**config.mk**
```make
export PLATFORM = sky130hd
export DESIGN_NAME = stable_priority_queue_table
export DESIGN_NICKNAME = d
export VERILOG_FILES = /design/src/design/spqt_pkg.sv /design/src/design/spqt_cell.sv /design/src/design/stable_priority_queue_table.sv
export VERILOG_INCLUDE_DIRS = /design/src /design/src/design
export SDC_FILE = /design/constraint.sdc
export NUM_CORES = 2
export LEC_CHECK = 0
export BUFFER_PORTS_ARGS = -buffer_cell sky130_fd_sc_hd__buf_2
export CAP_MARGIN = 25
export CORE_AREA = 2 2 293 295
export CTS_CLUSTER_DIAMETER = 120
export CTS_CLUSTER_SIZE = 25
export DETAILED_ROUTE_END_ITERATION = 7
export DIE_AREA = 0 0 295 297
export PLACE_DENSITY = 0.63
export SLEW_MARGIN = 20
export SYNTH_ARGS = -nofsm -noshare
export SYNTH_HDL_FRONTEND = slang
export SYNTH_SLANG_ARGS = --single-unit
```
**constraint.sdc**
```tcl
create_clock -name aclk -period 11.55 [get_ports aclk]
set_clock_uncertainty 0.2 [all_clocks]
set_input_delay 0 -clock aclk [delete_from_list [all_inputs] [get_ports aclk]]
set_output_delay 0 -clock aclk [all_outputs]
set_load 0.01 [all_outputs]
```
**src/design/stable_priority_queue_table_macros.svh**
```systemverilog
// Assertion macros shared by the stable priority queue table.
`ifndef STABLE_PRIORITY_QUEUE_TABLE_MACROS_SVH
`define STABLE_PRIORITY_QUEUE_TABLE_MACROS_SVH

// Same-cycle implication, checked outside reset.
`define SPQT_ASSERT_NOW(label, ante, cons, msg) \
    label: assert property (@(posedge aclk) disable iff (!aresetn) (ante) |-> (cons)) \
        else $error(msg);

// Next-cycle implication, checked outside reset.
`define SPQT_ASSERT_NEXT(label, ante, cons, msg) \
    label: assert property (@(posedge aclk) disable iff (!aresetn) (ante) |=> (cons)) \
        else $error(msg);

`endif

```
**src/design/spqt_pkg.sv**
```systemverilog
// Shared constants and types for the stable priority queue table.
package spqt_pkg;

    localparam int CAPACITY_DEF = 16;
    localparam int ID_BITS_DEF  = 16;

    localparam int PORT_ID_W = 16;
    localparam int PRIO_W    = 2;
    localparam int POS_W     = 4;
    localparam int STATUS_W  = 2;

    localparam logic CMD_INSERT = 1'b0;
    localparam logic CMD_REMOVE = 1'b1;

    localparam logic [STATUS_W-1:0] STATUS_DONE    = 2'd0;
    localparam logic [STATUS_W-1:0] STATUS_FULL    = 2'd1;
    localparam logic [STATUS_W-1:0] STATUS_NOMATCH = 2'd2;

    localparam logic [PRIO_W-1:0] PRIO_ZERO = 2'd0;
    localparam logic [PRIO_W-1:0] PRIO_TOP  = 2'd1;

    // Per-cycle commands broadcast to every cell of the chain.
    typedef struct packed {
        logic ins;    // insert the broadcast entry
        logic rem;    // remove the first matching entry
        logic load;   // copy the table into the readout chain
        logic shift;  // advance the readout chain by one cell
    } spqt_ctrl_t;

endpackage

```
**src/design/spqt_cell.sv**
```systemverilog
// One table cell: a stored entry plus its readout shadow.
module spqt_cell
    import spqt_pkg::*;
#(
    parameter int ID_W = ID_BITS_DEF
) (
    input  logic              aclk,
    input  logic              aresetn,
    input  spqt_ctrl_t        ctrl_i,
    input  logic [ID_W-1:0]   new_id_i,
    input  logic [PRIO_W-1:0] new_pr_i,
    input  logic              left_stay_i,
    input  logic              left_seen_i,
    input  logic              left_valid_i,
    input  logic [ID_W-1:0]   left_id_i,
    input  logic [PRIO_W-1:0] left_pr_i,
    input  logic              right_valid_i,
    input  logic [ID_W-1:0]   right_id_i,
    input  logic [PRIO_W-1:0] right_pr_i,
    input  logic              right_sh_valid_i,
    input  logic [ID_W-1:0]   right_sh_id_i,
    input  logic [PRIO_W-1:0] right_sh_pr_i,
    output logic              stay_o,
    output logic              seen_o,
    output logic              valid_o,
    output logic [ID_W-1:0]   id_o,
    output logic [PRIO_W-1:0] pr_o,
    output logic              sh_valid_o,
    output logic [ID_W-1:0]   sh_id_o,
    output logic [PRIO_W-1:0] sh_pr_o
);

    logic              valid_reg, valid_next;
    logic [ID_W-1:0]   id_reg, id_next;
    logic [PRIO_W-1:0] pr_reg, pr_next;
    logic              sh_valid_reg, sh_valid_next;
    logic [ID_W-1:0]   sh_id_reg, sh_id_next;
    logic [PRIO_W-1:0] sh_pr_reg, sh_pr_next;
    logic              match;

    always_comb begin
        stay_o = valid_reg && (pr_reg <= new_pr_i);
        match  = valid_reg && (id_reg == new_id_i) && (pr_reg == new_pr_i);
        seen_o = left_seen_i | match;

        valid_next = valid_reg;
        id_next    = id_reg;
        pr_next    = pr_reg;
        if (ctrl_i.ins) begin
            // everything past the insertion point moves one cell right
            if (!left_stay_i) begin
                valid_next = left_valid_i;
                id_next    = left_id_i;
                pr_next    = left_pr_i;
            end else if (!stay_o) begin
                valid_next = 1'b1;
                id_next    = new_id_i;
                pr_next    = new_pr_i;
            end
        end else if (ctrl_i.rem && seen_o) begin
            // close the gap left by the removed entry
            valid_next = right_valid_i;
            id_next    = right_id_i;
            pr_next    = right_pr_i;
        end

        sh_valid_next = sh_valid_reg;
        sh_id_next    = sh_id_reg;
        sh_pr_next    = sh_pr_reg;
        if (ctrl_i.load) begin
            sh_valid_next = valid_reg;
            sh_id_next    = id_reg;
            sh_pr_next    = pr_reg;
        end else if (ctrl_i.shift) begin
            sh_valid_next = right_sh_valid_i;
            sh_id_next    = right_sh_id_i;
            sh_pr_next    = right_sh_pr_i;
        end
    end

    always_ff @(posedge aclk) begin
        if (!aresetn) begin
            valid_reg    <= 1'b0;
            sh_valid_reg <= 1'b0;
        end else begin
            valid_reg    <= valid_next;
            sh_valid_reg <= sh_valid_next;
        end
    end

    always_ff @(posedge aclk) begin
        id_reg    <= id_next;
        pr_reg    <= pr_next;
        sh_id_reg <= sh_id_next;
        sh_pr_reg <= sh_pr_next;
    end

    assign valid_o    = valid_reg;
    assign id_o       = id_reg;
    assign pr_o       = pr_reg;
    assign sh_valid_o = sh_valid_reg;
    assign sh_id_o    = sh_id_reg;
    assign sh_pr_o    = sh_pr_reg;

endmodule

```
**src/design/stable_priority_queue_table.sv**
```systemverilog
// Stable priority queue table: a chain of cells holding entries sorted by priority, arrival
// order kept within a priority. Each input beat (tuser = command: insert or remove) updates
// the chain in the cycle it is accepted; the next cycle copies the chain into a readout
// shadow, which then shifts out one entry per cycle while the output is not stalled. An
// operation returns N result beats, N being the occupancy capped at 16, at least one.
// An insert into a full table is dropped and a remove with no match leaves the table as
// it was; both are reported in op_status on every beat. An empty table answers with one
// beat, present 0.
module stable_priority_queue_table
    import spqt_pkg::*;
#(
    parameter int CAPACITY = CAPACITY_DEF,
    parameter int ID_BITS  = ID_BITS_DEF
) (
    input  logic        aclk,
    input  logic        aresetn,
    input  logic        s_tvalid,
    output logic        s_tready,
    input  logic [23:0] s_tdata,   // entry_id[15:0], entry_priority[17:16], zero pad
    input  logic [0:0]  s_tuser,   // command
    output logic        m_tvalid,
    input  logic        m_tready,
    output logic [31:0] m_tdata,   // position[3:0], out_id[19:4], out_priority[21:20],
                                   // present[22], op_status[24:23], zero pad
    output logic        m_tlast
);

    localparam int SW = (ID_BITS < PORT_ID_W) ? ID_BITS : PORT_ID_W;

    localparam logic [1:0] ST_IDLE   = 2'd0;
    localparam logic [1:0] ST_LOAD   = 2'd1;
    localparam logic [1:0] ST_STREAM = 2'd2;

    logic [1:0]          state_reg, state_next;
    logic [STATUS_W-1:0] status_reg, status_next;
    logic [POS_W-1:0]    pos_reg, pos_next;
    logic                m_tvalid_reg, m_tvalid_next;
    logic [31:0]         m_tdata_reg, m_tdata_next;
    logic                m_tlast_reg, m_tlast_next;

    spqt_ctrl_t        ctrl;
    logic              accept;
    logic              full;
    logic              found;
    logic              out_free;
    logic              last_beat;
    logic [SW-1:0]     new_id;
    logic [PRIO_W-1:0] new_pr;
    logic [PORT_ID_W-1:0] beat_id;
    logic [PRIO_W-1:0]    beat_pr;

    // chain links; index i is the boundary on the left of cell i
    logic              stay  [CAPACITY+1];
    logic              seen  [CAPACITY+1];
    logic              valid [CAPACITY+2];
    logic [SW-1:0]     ids   [CAPACITY+2];
    logic [PRIO_W-1:0] prs   [CAPACITY+2];
    logic              shv   [CAPACITY+1];
    logic [SW-1:0]     shid  [CAPACITY+1];
    logic [PRIO_W-1:0] shpr  [CAPACITY+1];
    logic [CAPACITY:0] valid_vec;

    // slot 0 and slot CAPACITY+1 of the data arrays are the empty ends of the chain
    assign stay[0]            = 1'b1;
    assign seen[0]            = 1'b0;
    assign valid[0]           = 1'b0;
    assign ids[0]             = '0;
    assign prs[0]             = '0;
    assign valid[CAPACITY+1]  = 1'b0;
    assign ids[CAPACITY+1]    = '0;
    assign prs[CAPACITY+1]    = '0;
    assign shv[CAPACITY]      = 1'b0;
    assign shid[CAPACITY]     = '0;
    assign shpr[CAPACITY]     = '0;

    assign new_id = s_tdata[SW-1:0];
    assign new_pr = (s_tdata[17:16] == PRIO_ZERO) ? PRIO_TOP : s_tdata[17:16];

    for (genvar i = 0; i < CAPACITY; i++) begin : g_cell
        spqt_cell #(
            .ID_W(SW)
        ) u_cell (
            .aclk            (aclk),
            .aresetn         (aresetn),
            .ctrl_i          (ctrl),
            .new_id_i        (new_id),
            .new_pr_i        (new_pr),
            .left_stay_i     (stay[i]),
            .left_seen_i     (seen[i]),
            .left_valid_i    (valid[i]),
            .left_id_i       (ids[i]),
            .left_pr_i       (prs[i]),
            .right_valid_i   (valid[i+2]),
            .right_id_i      (ids[i+2]),
            .right_pr_i      (prs[i+2]),
            .right_sh_valid_i(shv[i+1]),
            .right_sh_id_i   (shid[i+1]),
            .right_sh_pr_i   (shpr[i+1]),
            .stay_o          (stay[i+1]),
            .seen_o          (seen[i+1]),
            .valid_o         (valid[i+1]),
            .id_o            (ids[i+1]),
            .pr_o            (prs[i+1]),
            .sh_valid_o      (shv[i]),
            .sh_id_o         (shid[i]),
            .sh_pr_o         (shpr[i])
        );
        assign valid_vec[i] = valid[i+1];
    end
    assign valid_vec[CAPACITY] = 1'b0;

    assign full      = valid[CAPACITY];
    assign found     = seen[CAPACITY];
    assign s_tready  = (state_reg == ST_IDLE);
    assign accept    = s_tvalid && s_tready;
    assign out_free  = !m_tvalid_reg || m_tready;
    assign last_beat = (pos_reg == {POS_W{1'b1}}) || !shv[1];
    assign beat_id   = shv[0] ? PORT_ID_W'(shid[0]) : '0;
    assign beat_pr   = shv[0] ? shpr[0] : '0;

    always_comb begin
        ctrl.ins   = accept && (s_tuser[0] == CMD_INSERT) && !full;
        ctrl.rem   = accept && (s_tuser[0] == CMD_REMOVE);
        ctrl.load  = (state_reg == ST_LOAD);
        ctrl.shift = (state_reg == ST_STREAM) && out_free;

        state_next    = state_reg;
        status_next   = status_reg;
        pos_next      = pos_reg;
        m_tvalid_next = m_tvalid_reg && !m_tready;
        m_tdata_next  = m_tdata_reg;
        m_tlast_next  = m_tlast_reg;

        case (state_reg)
            ST_IDLE: begin
                if (accept) begin
                    if (s_tuser[0] == CMD_INSERT) begin
                        status_next = full ? STATUS_FULL : STATUS_DONE;
                    end else begin
                        status_next = found ? STATUS_DONE : STATUS_NOMATCH;
                    end
                    state_next = ST_LOAD;
                end
            end
            ST_LOAD: begin
                pos_next   = '0;
                state_next = ST_STREAM;
            end
            ST_STREAM: begin
                if (out_free) begin
                    m_tvalid_next = 1'b1;
                    m_tdata_next  = {7'd0, status_reg, shv[0], beat_pr, beat_id, pos_reg};
                    m_tlast_next  = last_beat;
                    pos_next      = pos_reg + 1'b1;
                    if (last_beat) begin
                        state_next = ST_IDLE;
                    end
                end
            end
            default: begin
                state_next = ST_IDLE;
            end
        endcase
    end

    always_ff @(posedge aclk) begin
        if (!aresetn) begin
            state_reg    <= ST_IDLE;
            m_tvalid_reg <= 1'b0;
        end else begin
            state_reg    <= state_next;
            m_tvalid_reg <= m_tvalid_next;
        end
    end

    always_ff @(posedge aclk) begin
        status_reg  <= status_next;
        pos_reg     <= pos_next;
        m_tdata_reg <= m_tdata_next;
        m_tlast_reg <= m_tlast_next;
    end

    assign m_tvalid = m_tvalid_reg;
    assign m_tdata  = m_tdata_reg;
    assign m_tlast  = m_tlast_reg;

`include "stable_priority_queue_table_macros.svh"

    `SPQT_ASSERT_NOW(a_occupied_prefix, 1'b1, $onehot(valid_vec + 1'b1), "table cells not contiguous")
    `SPQT_ASSERT_NEXT(a_accept_loads, accept, state_reg == ST_LOAD, "accept not followed by load")
    `SPQT_ASSERT_NEXT(a_load_streams, state_reg == ST_LOAD, state_reg == ST_STREAM, "load not followed by stream")
    `SPQT_ASSERT_NOW(a_empty_is_last, m_tvalid_reg && !m_tdata_reg[22], m_tlast_reg, "empty beat not last")

endmodule
```
; Word-level counts from Yosys, hierarchy flattened
; Cells that the tools add are included.
[totals]
wordCells = 603
input_bits = 29
reg_bits = 643
[op_classes]
magnitude_cmp = 16
eq_ne = 54
mux = 297
bitwise_logic = 16
n_addsub = 1
n_reduce_logical = 116
[ops]
columns = op, count
row1 = $mux W16, 95
row2 = $eq A16 B16 Y1, 16
row3 = $mux W2, 101
row4 = $mux W1, 98
row5 = $logic_and A1 B1 Y1, 70
row6 = $ne A3 B3 Y1 const B, 15
row7 = $reduce_and A2 Y1, 19
row8 = $reduce_bool A2 Y1, 18
row9 = $eq A2 B2 Y1, 16
row10 = $le A2 B2 Y1, 16
row11 = $or A1 B1 Y1, 15
row12 = $pmux W4 S2, 1
row13 = $ne A2 B2 Y1 const B, 3
row14 = $pmux W2 S3, 1
row15 = $add A4 B1 Y4 const B, 1
row16 = $eq A4 B4 Y1 const B, 1
row17 = $logic_not A1 Y1, 4
row18 = $logic_not A2 Y1, 2
row19 = $mux W4, 1
row20 = $reduce_and A3 Y1, 1
row21 = $eq A2 B1 Y1 const B, 1
row22 = $eq A2 B2 Y1 const B, 1
row23 = $logic_or A1 B1 Y1, 2
row24 = $ne A2 B1 Y1 const B, 1
row25 = $not A1 Y1, 1

; Logic depth before layout (Yosys ltp)
[depth]
word_depth = 22
depth_mapped = 12
depth_no_buf = 11

; Cells and area by module
; Synthesis repeated with hierarchy kept, for this count alone.
[unflattened]
cells_unflattened = 2732
area_unflattened_um2 = 34028.9
[modules_own_cells]
columns = mod, area_per_inst_um2, instances, cells_per_inst
row1 = spqt_cell (g_cell[13].u_cell ...), 2034.5, 12, 165
row2 = spqt_cell (g_cell[0].u_cell ...), 2054.5, 4, 165
row3 = stable_priority_queue_table, 1397.6, 1, 92

; Worst setup path after synthesis
; OpenSTA, ideal clock, no wires.
[synth_timing]
path_kind = register to register
from = register state_reg[0]
to = register g_cell[0].u_cell.sh_id_reg[0] (enable)
stages_incl_launch_ff = 6
slack_ns = 3.264
t_arrival_ns = 5.926
cell_sequence = dfxtp_1 -> nand2b_1 -> nand2b_1 -> clkbuf_1 -> buf_1 -> nand2_1
[synth_via]
elab_chain_len = 3
word_cells_on_any_way = 4
classes_between = 2 x eq/ne / 2 x reduce/logical
[synth_rtl]
columns = item, line_no
row1 = from (decl), stable_priority_queue_table.sv:34  ; logic [1:0] state_reg, state_next;
row2 = from (signal assigned), stable_priority_queue_table.sv:171  ; state_reg <= state_next;
row3 = $eq A2 B2 Y1, stable_priority_queue_table.sv:125  ; ctrl.shift = (state_reg == ST_STREAM) && out_free;
row4 = $logic_and A1 B1 Y1, stable_priority_queue_table.sv:125
row5 = $reduce_bool A2 Y1 (no line) *, --
row6 = to (signal assigned), spqt_cell.sv:94  ; sh_id_reg <= sh_id_next;
row7 = to (decl), spqt_cell.sv:37  ; logic [ID_W-1:0] sh_id_reg, sh_id_next;
; Mark *: on every way between the ends. The rest lies on a longest branch, timed or not.
; A chain may end at the register's enable or synchronous reset.

; Final worst setup path
[layout_timing]
from = register state_reg[0]
to = register g_cell[11].u_cell.sh_id_reg[3] (enable)
[layout_via]
elab_chain_len = 3
word_cells_on_any_way = 4
classes_between = 2 x eq/ne / 2 x reduce/logical
[layout_rtl]
columns = item, line_no
row1 = $eq A2 B2 Y1, stable_priority_queue_table.sv:125
row2 = $logic_and A1 B1 Y1, stable_priority_queue_table.sv:125
row3 = $reduce_bool A2 Y1 (no line) *, --
row4 = to (signal assigned), spqt_cell.sv:94
row5 = to (decl), spqt_cell.sv:37
; Marked as above.

==> tab_implementation.tex <==
\begin{tabular}{lr}
\hline
Metric & Value \\
\hline
\multicolumn{2}{l}{\textbf{Yosys}} \\
\quad Share of synthesized registers carrying an async set or reset & 0 \\
\quad Synth top area share & 0.544 \\
\quad Primary FF master, synth & edfxtp\_1 \\
\quad Post-synthesis cell type with the largest combined area & edfxtp\_1 \\
\quad Warnings from Yosys & 0 \\
\quad Fraction of the yosys area taken by sequential cells & 0.565 \\
\quad Synth top area cells & edfxtp\_1 54\%, nand2\_1 13\%, mux2i\_1 7.4\% \\
\quad Count of cell types in the netlist & 58 \\
\quad Post-Synthesis Cells & 3330 \\
\quad Total of flip-flops plus latches after synthesis & 643 \\
\quad Synthesized area per cell & 10.1 µm² \\
\quad Count of flip-flops with a built-in enable after synthesis & 608 \\
\quad Synthesized area & 0.0336 mm² \\
\multicolumn{2}{l}{\textbf{Clocking}} \\
\quad Clock tree root buffer cell & clkbuf\_16 \\
\quad Reg clk slew, reported paths & 0.11 ns \\
\quad Max clock buf depth & 3 \\
\quad Number of sinks driven by the clock tree & 643 \\
\quad Insertion delay to the later sink of the worst-skew pair & 0.65 ns \\
\quad CTS H-tree lvls & 1 \\
\quad Clock tree from TritonCTS & done \\
\quad Clock buffers created by TritonCTS & 29 \\
\multicolumn{2}{l}{\textbf{Timing}} \\
\quad Number of hold violations in the final report & 0 \\
\quad Achievable frequency & 222 MHz \\
\quad Relative slew margins & 0.286 \\
\quad Number of slew-limit violations in the final report & 0 \\
\quad Setup TNS Final & 0 ns \\
\quad Final number of setup-violating endpoints & 0 \\
\quad Setup repair after global routing missed its margin & false \\
\quad Post-route fraction of the period consumed by the critical path & 0.390 \\
\quad Crit path time final & 4.50 ns \\
\quad Slew at the pin closest to its max-slew limit & 1.07 ns \\
\multicolumn{2}{l}{\textbf{Detailed routing}} \\
\quad Routed len/inst & 20.5 µm \\
\quad DRC Markers & 0 \\
\quad Via count normalized by instance count & 5.28 \\
\quad Vias post-DR & 23400 \\
\quad TritonRoute pass-1 iters & 5 \\
\quad Antenna-violating nets left & 0 \\
\quad Post-Route WL & 90600 µm \\
\quad Starting DRT DRC Count & 2392 \\
\multicolumn{2}{l}{\textbf{Global route}} \\
\quad Vias in the first global route & 22000 \\
\quad Overall fraction of global-route tracks in use & 0.203 \\
\quad Largest net degree at the start of global routing & 310 \\
\quad Number of antenna violations at the first check in global routing & 1 \\
\quad Leftover overflow at the end of global routing & 0 \\
\quad First-pass GRT wire length & 139000 µm \\
\multicolumn{2}{l}{\textbf{Worst setup path}} \\
\quad R2R setup slack & 7.05 ns \\
\quad Reg2Reg Capture Point & g\_cell[11].u\_cell.sh\_id\_o[3] \\
\quad Combined buffer and inverter count along the critical path & 2 \\
\quad Critical Path End Type & flop \\
\quad Slowest stage cell, crit path & buf\_4 \\
\quad Delay of the slowest cell on the worst path & 0.87 ns \\
\quad Path type of the worst setup path & flop to flop \\
\quad Largest delay share family, worst path & buffers and inverters \\
\quad Crit path launch & state\_reg[0] \\
\quad Worst path required time & 11.61 ns \\
\quad Cell occurring most often along the worst timing path & nand2b\_1 \\
\quad Startpoint types & flop \\
\quad Maximum net fanout on the critical path & 167 \\
\quad Worst-path cell chain & nand2b\_1 > nand2b\_1 > nand2\_4 > buf\_4 > buf\_12 \\
\quad Total number of cells along the worst setup path & 5 \\
\quad CP Data Arrival Time & 4.56 ns \\
\quad Worst reg2reg startpoint & state\_reg[0] \\
\quad Critical path endpoint & g\_cell[11].u\_cell.sh\_id\_o[3] \\
\quad Cell count of the worst reg-to-reg path & 5 \\
\multicolumn{2}{l}{\textbf{Power}} \\
\quad Leakage dissipation & 14.9 nW \\
\quad Post-layout total power & 0.00473 W \\
\quad Power density over the cells & 132 mW/mm² \\
\quad Highest ir drop seen on vdd & 122 µV \\
\multicolumn{2}{l}{\textbf{Placement}} \\
\quad Area of placed instances & 0.0347 mm² \\
\quad Port-buffer cells & 50 \\
\quad Detailed-placement wirelength estimate & 57800 µm \\
\quad Placer Congestion & 0.846 \\
\multicolumn{2}{l}{\textbf{Floorplanning}} \\
\quad Height of the die & 297 µm \\
\quad Starting density of the core & 0.397 \\
\quad I/O pins & 64 \\
\quad Area of the die & 0.0876 mm² \\
\quad Standard-cell row count & 107 \\
\quad Die width & 295 µm \\
\quad Std-Cell Core Area & 0.0845 mm² \\
\multicolumn{2}{l}{\textbf{Worst hold path}} \\
\quad Worst min-delay path category & input port to flop \\
\multicolumn{2}{l}{\textbf{Cells and area}} \\
\quad Proportion of layout cells with a drive suffix above 1 & 0.0496 \\
\quad Post-layout instance area & 0.0359 mm² \\
\quad Synth-to-Final Area Change & 6.86\% \\
\quad Post-Route Utilization & 0.424 \\
\quad Net total in the final layout & 3322 \\
\quad Antenna diode instance count & 0 \\
\quad Filler cell count & 8147 \\
\multicolumn{2}{l}{\textbf{Run status}} \\
\quad Outcome & finished, final reports clean \\
\multicolumn{2}{l}{\textbf{Flow run}} \\
\quad Max-cap viol count & 0 \\
\hline
\end{tabular}
worst min-delay path, stage by stage:
cell           delay, ns
dlygate4sd3_1       0.53
buf_2               0.21
nand2_1             0.09
mux2i_1             0.06
logic make-up after synthesis:
logic type	Yosys count	share of synthesized area
xor+xnor	260	0.0681
mux	247	0.0737
other cells	1	0.000112
buf+inv	275	0.0372
compound gates	379	0.0615
fa+ha+maj	33	0.0123
simple gates	1492	0.182
flops	643	0.565
what timing repair did:
| item | CTS | global route |
|---|---|---|
| endpoints found under the setup margin | 0 | 0 |
| hold buffers | 26 | 0 |
| hold endpoints to repair | 189 | 0 |
| buffers inserted | 0 | 0 |
| gates resized for setup | 0 | 0 |
Yosys cell counts, types with 2 or more instances:
| cell type | count |
|---|---|
| nand2b_1 | 5 |
| a311oi_1 | 19 |
| or4_1 | 2 |
| xor2_1 | 95 |
| and3_1 | 6 |
| buf_1 | 19 |
| o21ai_1 | 5 |
| nand4_2 | 2 |
| edfxtp_1 | 608 |
| nor4b_1 | 7 |
| dfxtp_1 | 35 |
| nand4_1 | 44 |
| a31oi_1 | 3 |
| buf_2 | 27 |
| o31ai_1 | 5 |
| xnor2_1 | 164 |
| nand3_1 | 21 |
| inv_1 | 27 |
| clkbuf_1 | 169 |
| or3_1 | 5 |
| ha_1 | 33 |
| and2_1 | 38 |
| o21ai_0 | 286 |
| a21oi_1 | 40 |
| buf_6 | 16 |
| o31a_1 | 3 |
| nor2b_1 | 14 |
| a211oi_1 | 4 |
| nand4b_1 | 3 |
| buf_4 | 14 |
| mux2i_1 | 247 |
| nor4_1 | 26 |
| nor3_1 | 31 |
| a221oi_1 | 2 |
| nand2_1 | 1183 |
| nor2_1 | 100 |
power breakdown:
part	leakage (nW)	switching (W)	internal, W	total, W
clock	0.394	0.000749	0.000483	0.00123
combinational	8.56	0.000421	0.000215	0.000636
sequential	5.99	0.000113	0.00275	0.00287
layout make-up:
class                      instances  area [µm²]  area share
timing repair buffer             139        1090      0.0304
inverter                          29         109     0.00304
tap                             1144        1430      0.0399
sequential                       643       19000       0.529
clock buffer                      52         812      0.0226
clock inverter                     2        17.5    0.000488
multi-input combinational       2418       13400       0.375
how the worst min path moves through the flow:
stage	slack (ns)	depth (start not counted)	end	startpoint
after floorplan	-0.05	2	g_cell[12].u_cell.valid_o	aresetn
after global placement	0.14	3	m_tvalid	m_tready
after detailed placement	0.14	3	m_tvalid	m_tready
after CTS	0.05	4	g_cell[4].u_cell.valid_o	aresetn
after global routing	0.09	4	g_cell[4].u_cell.valid_o	aresetn
final	0.09	4	g_cell[4].u_cell.valid_o	aresetn
routing by layer:
| layer | track usage | up-vias | routed length (µm) |
|---|---|---|---|
| met5 | 0 | - | 13 |
| met4 | 0.0572 | 2 | 2670 |
| met3 | 0.0179 | 125 | 4860 |
| met2 | 0.335 | 716 | 43500 |
| met1 | 0.286 | 11300 | 39600 |
| li1 | - | 11200 | - |
metrics by stage:
| stage | worst slack, ns | instances | hold slack (ns) |
|---|---|---|---|
| 6_report | 7.05 | 4427 | 0.0948 |
| 5_1_grt | 6.75 | 4427 | 0.0857 |
| 4_1_cts | 7.04 | 4424 | 0.0538 |
| 3_5_place_dp | 7.07 | 4344 | 0.141 |
| 3_3_place_gp | 7.12 | 4343 | 0.140 |
| 2_1_floorplan | 3.26 | 3336 | -0.0495 |
layout by cell type (no fill, tap or decap), types with 27 or more instances in the layout:
master / n
nand2_1: 1180
edfxtp_1: 608
o21ai_0: 285
mux2i_1: 247
xnor2_1: 164
nor2_1: 100
xor2_1: 95
buf_4: 56
buf_2: 50
nand4_1: 44
and2_1: 38
a21oi_1: 38
dfxtp_1: 35
ha_1: 33
clkbuf_16: 29
nor3_1: 28
inv_1: 27
(Power assumes the default switching activity.)
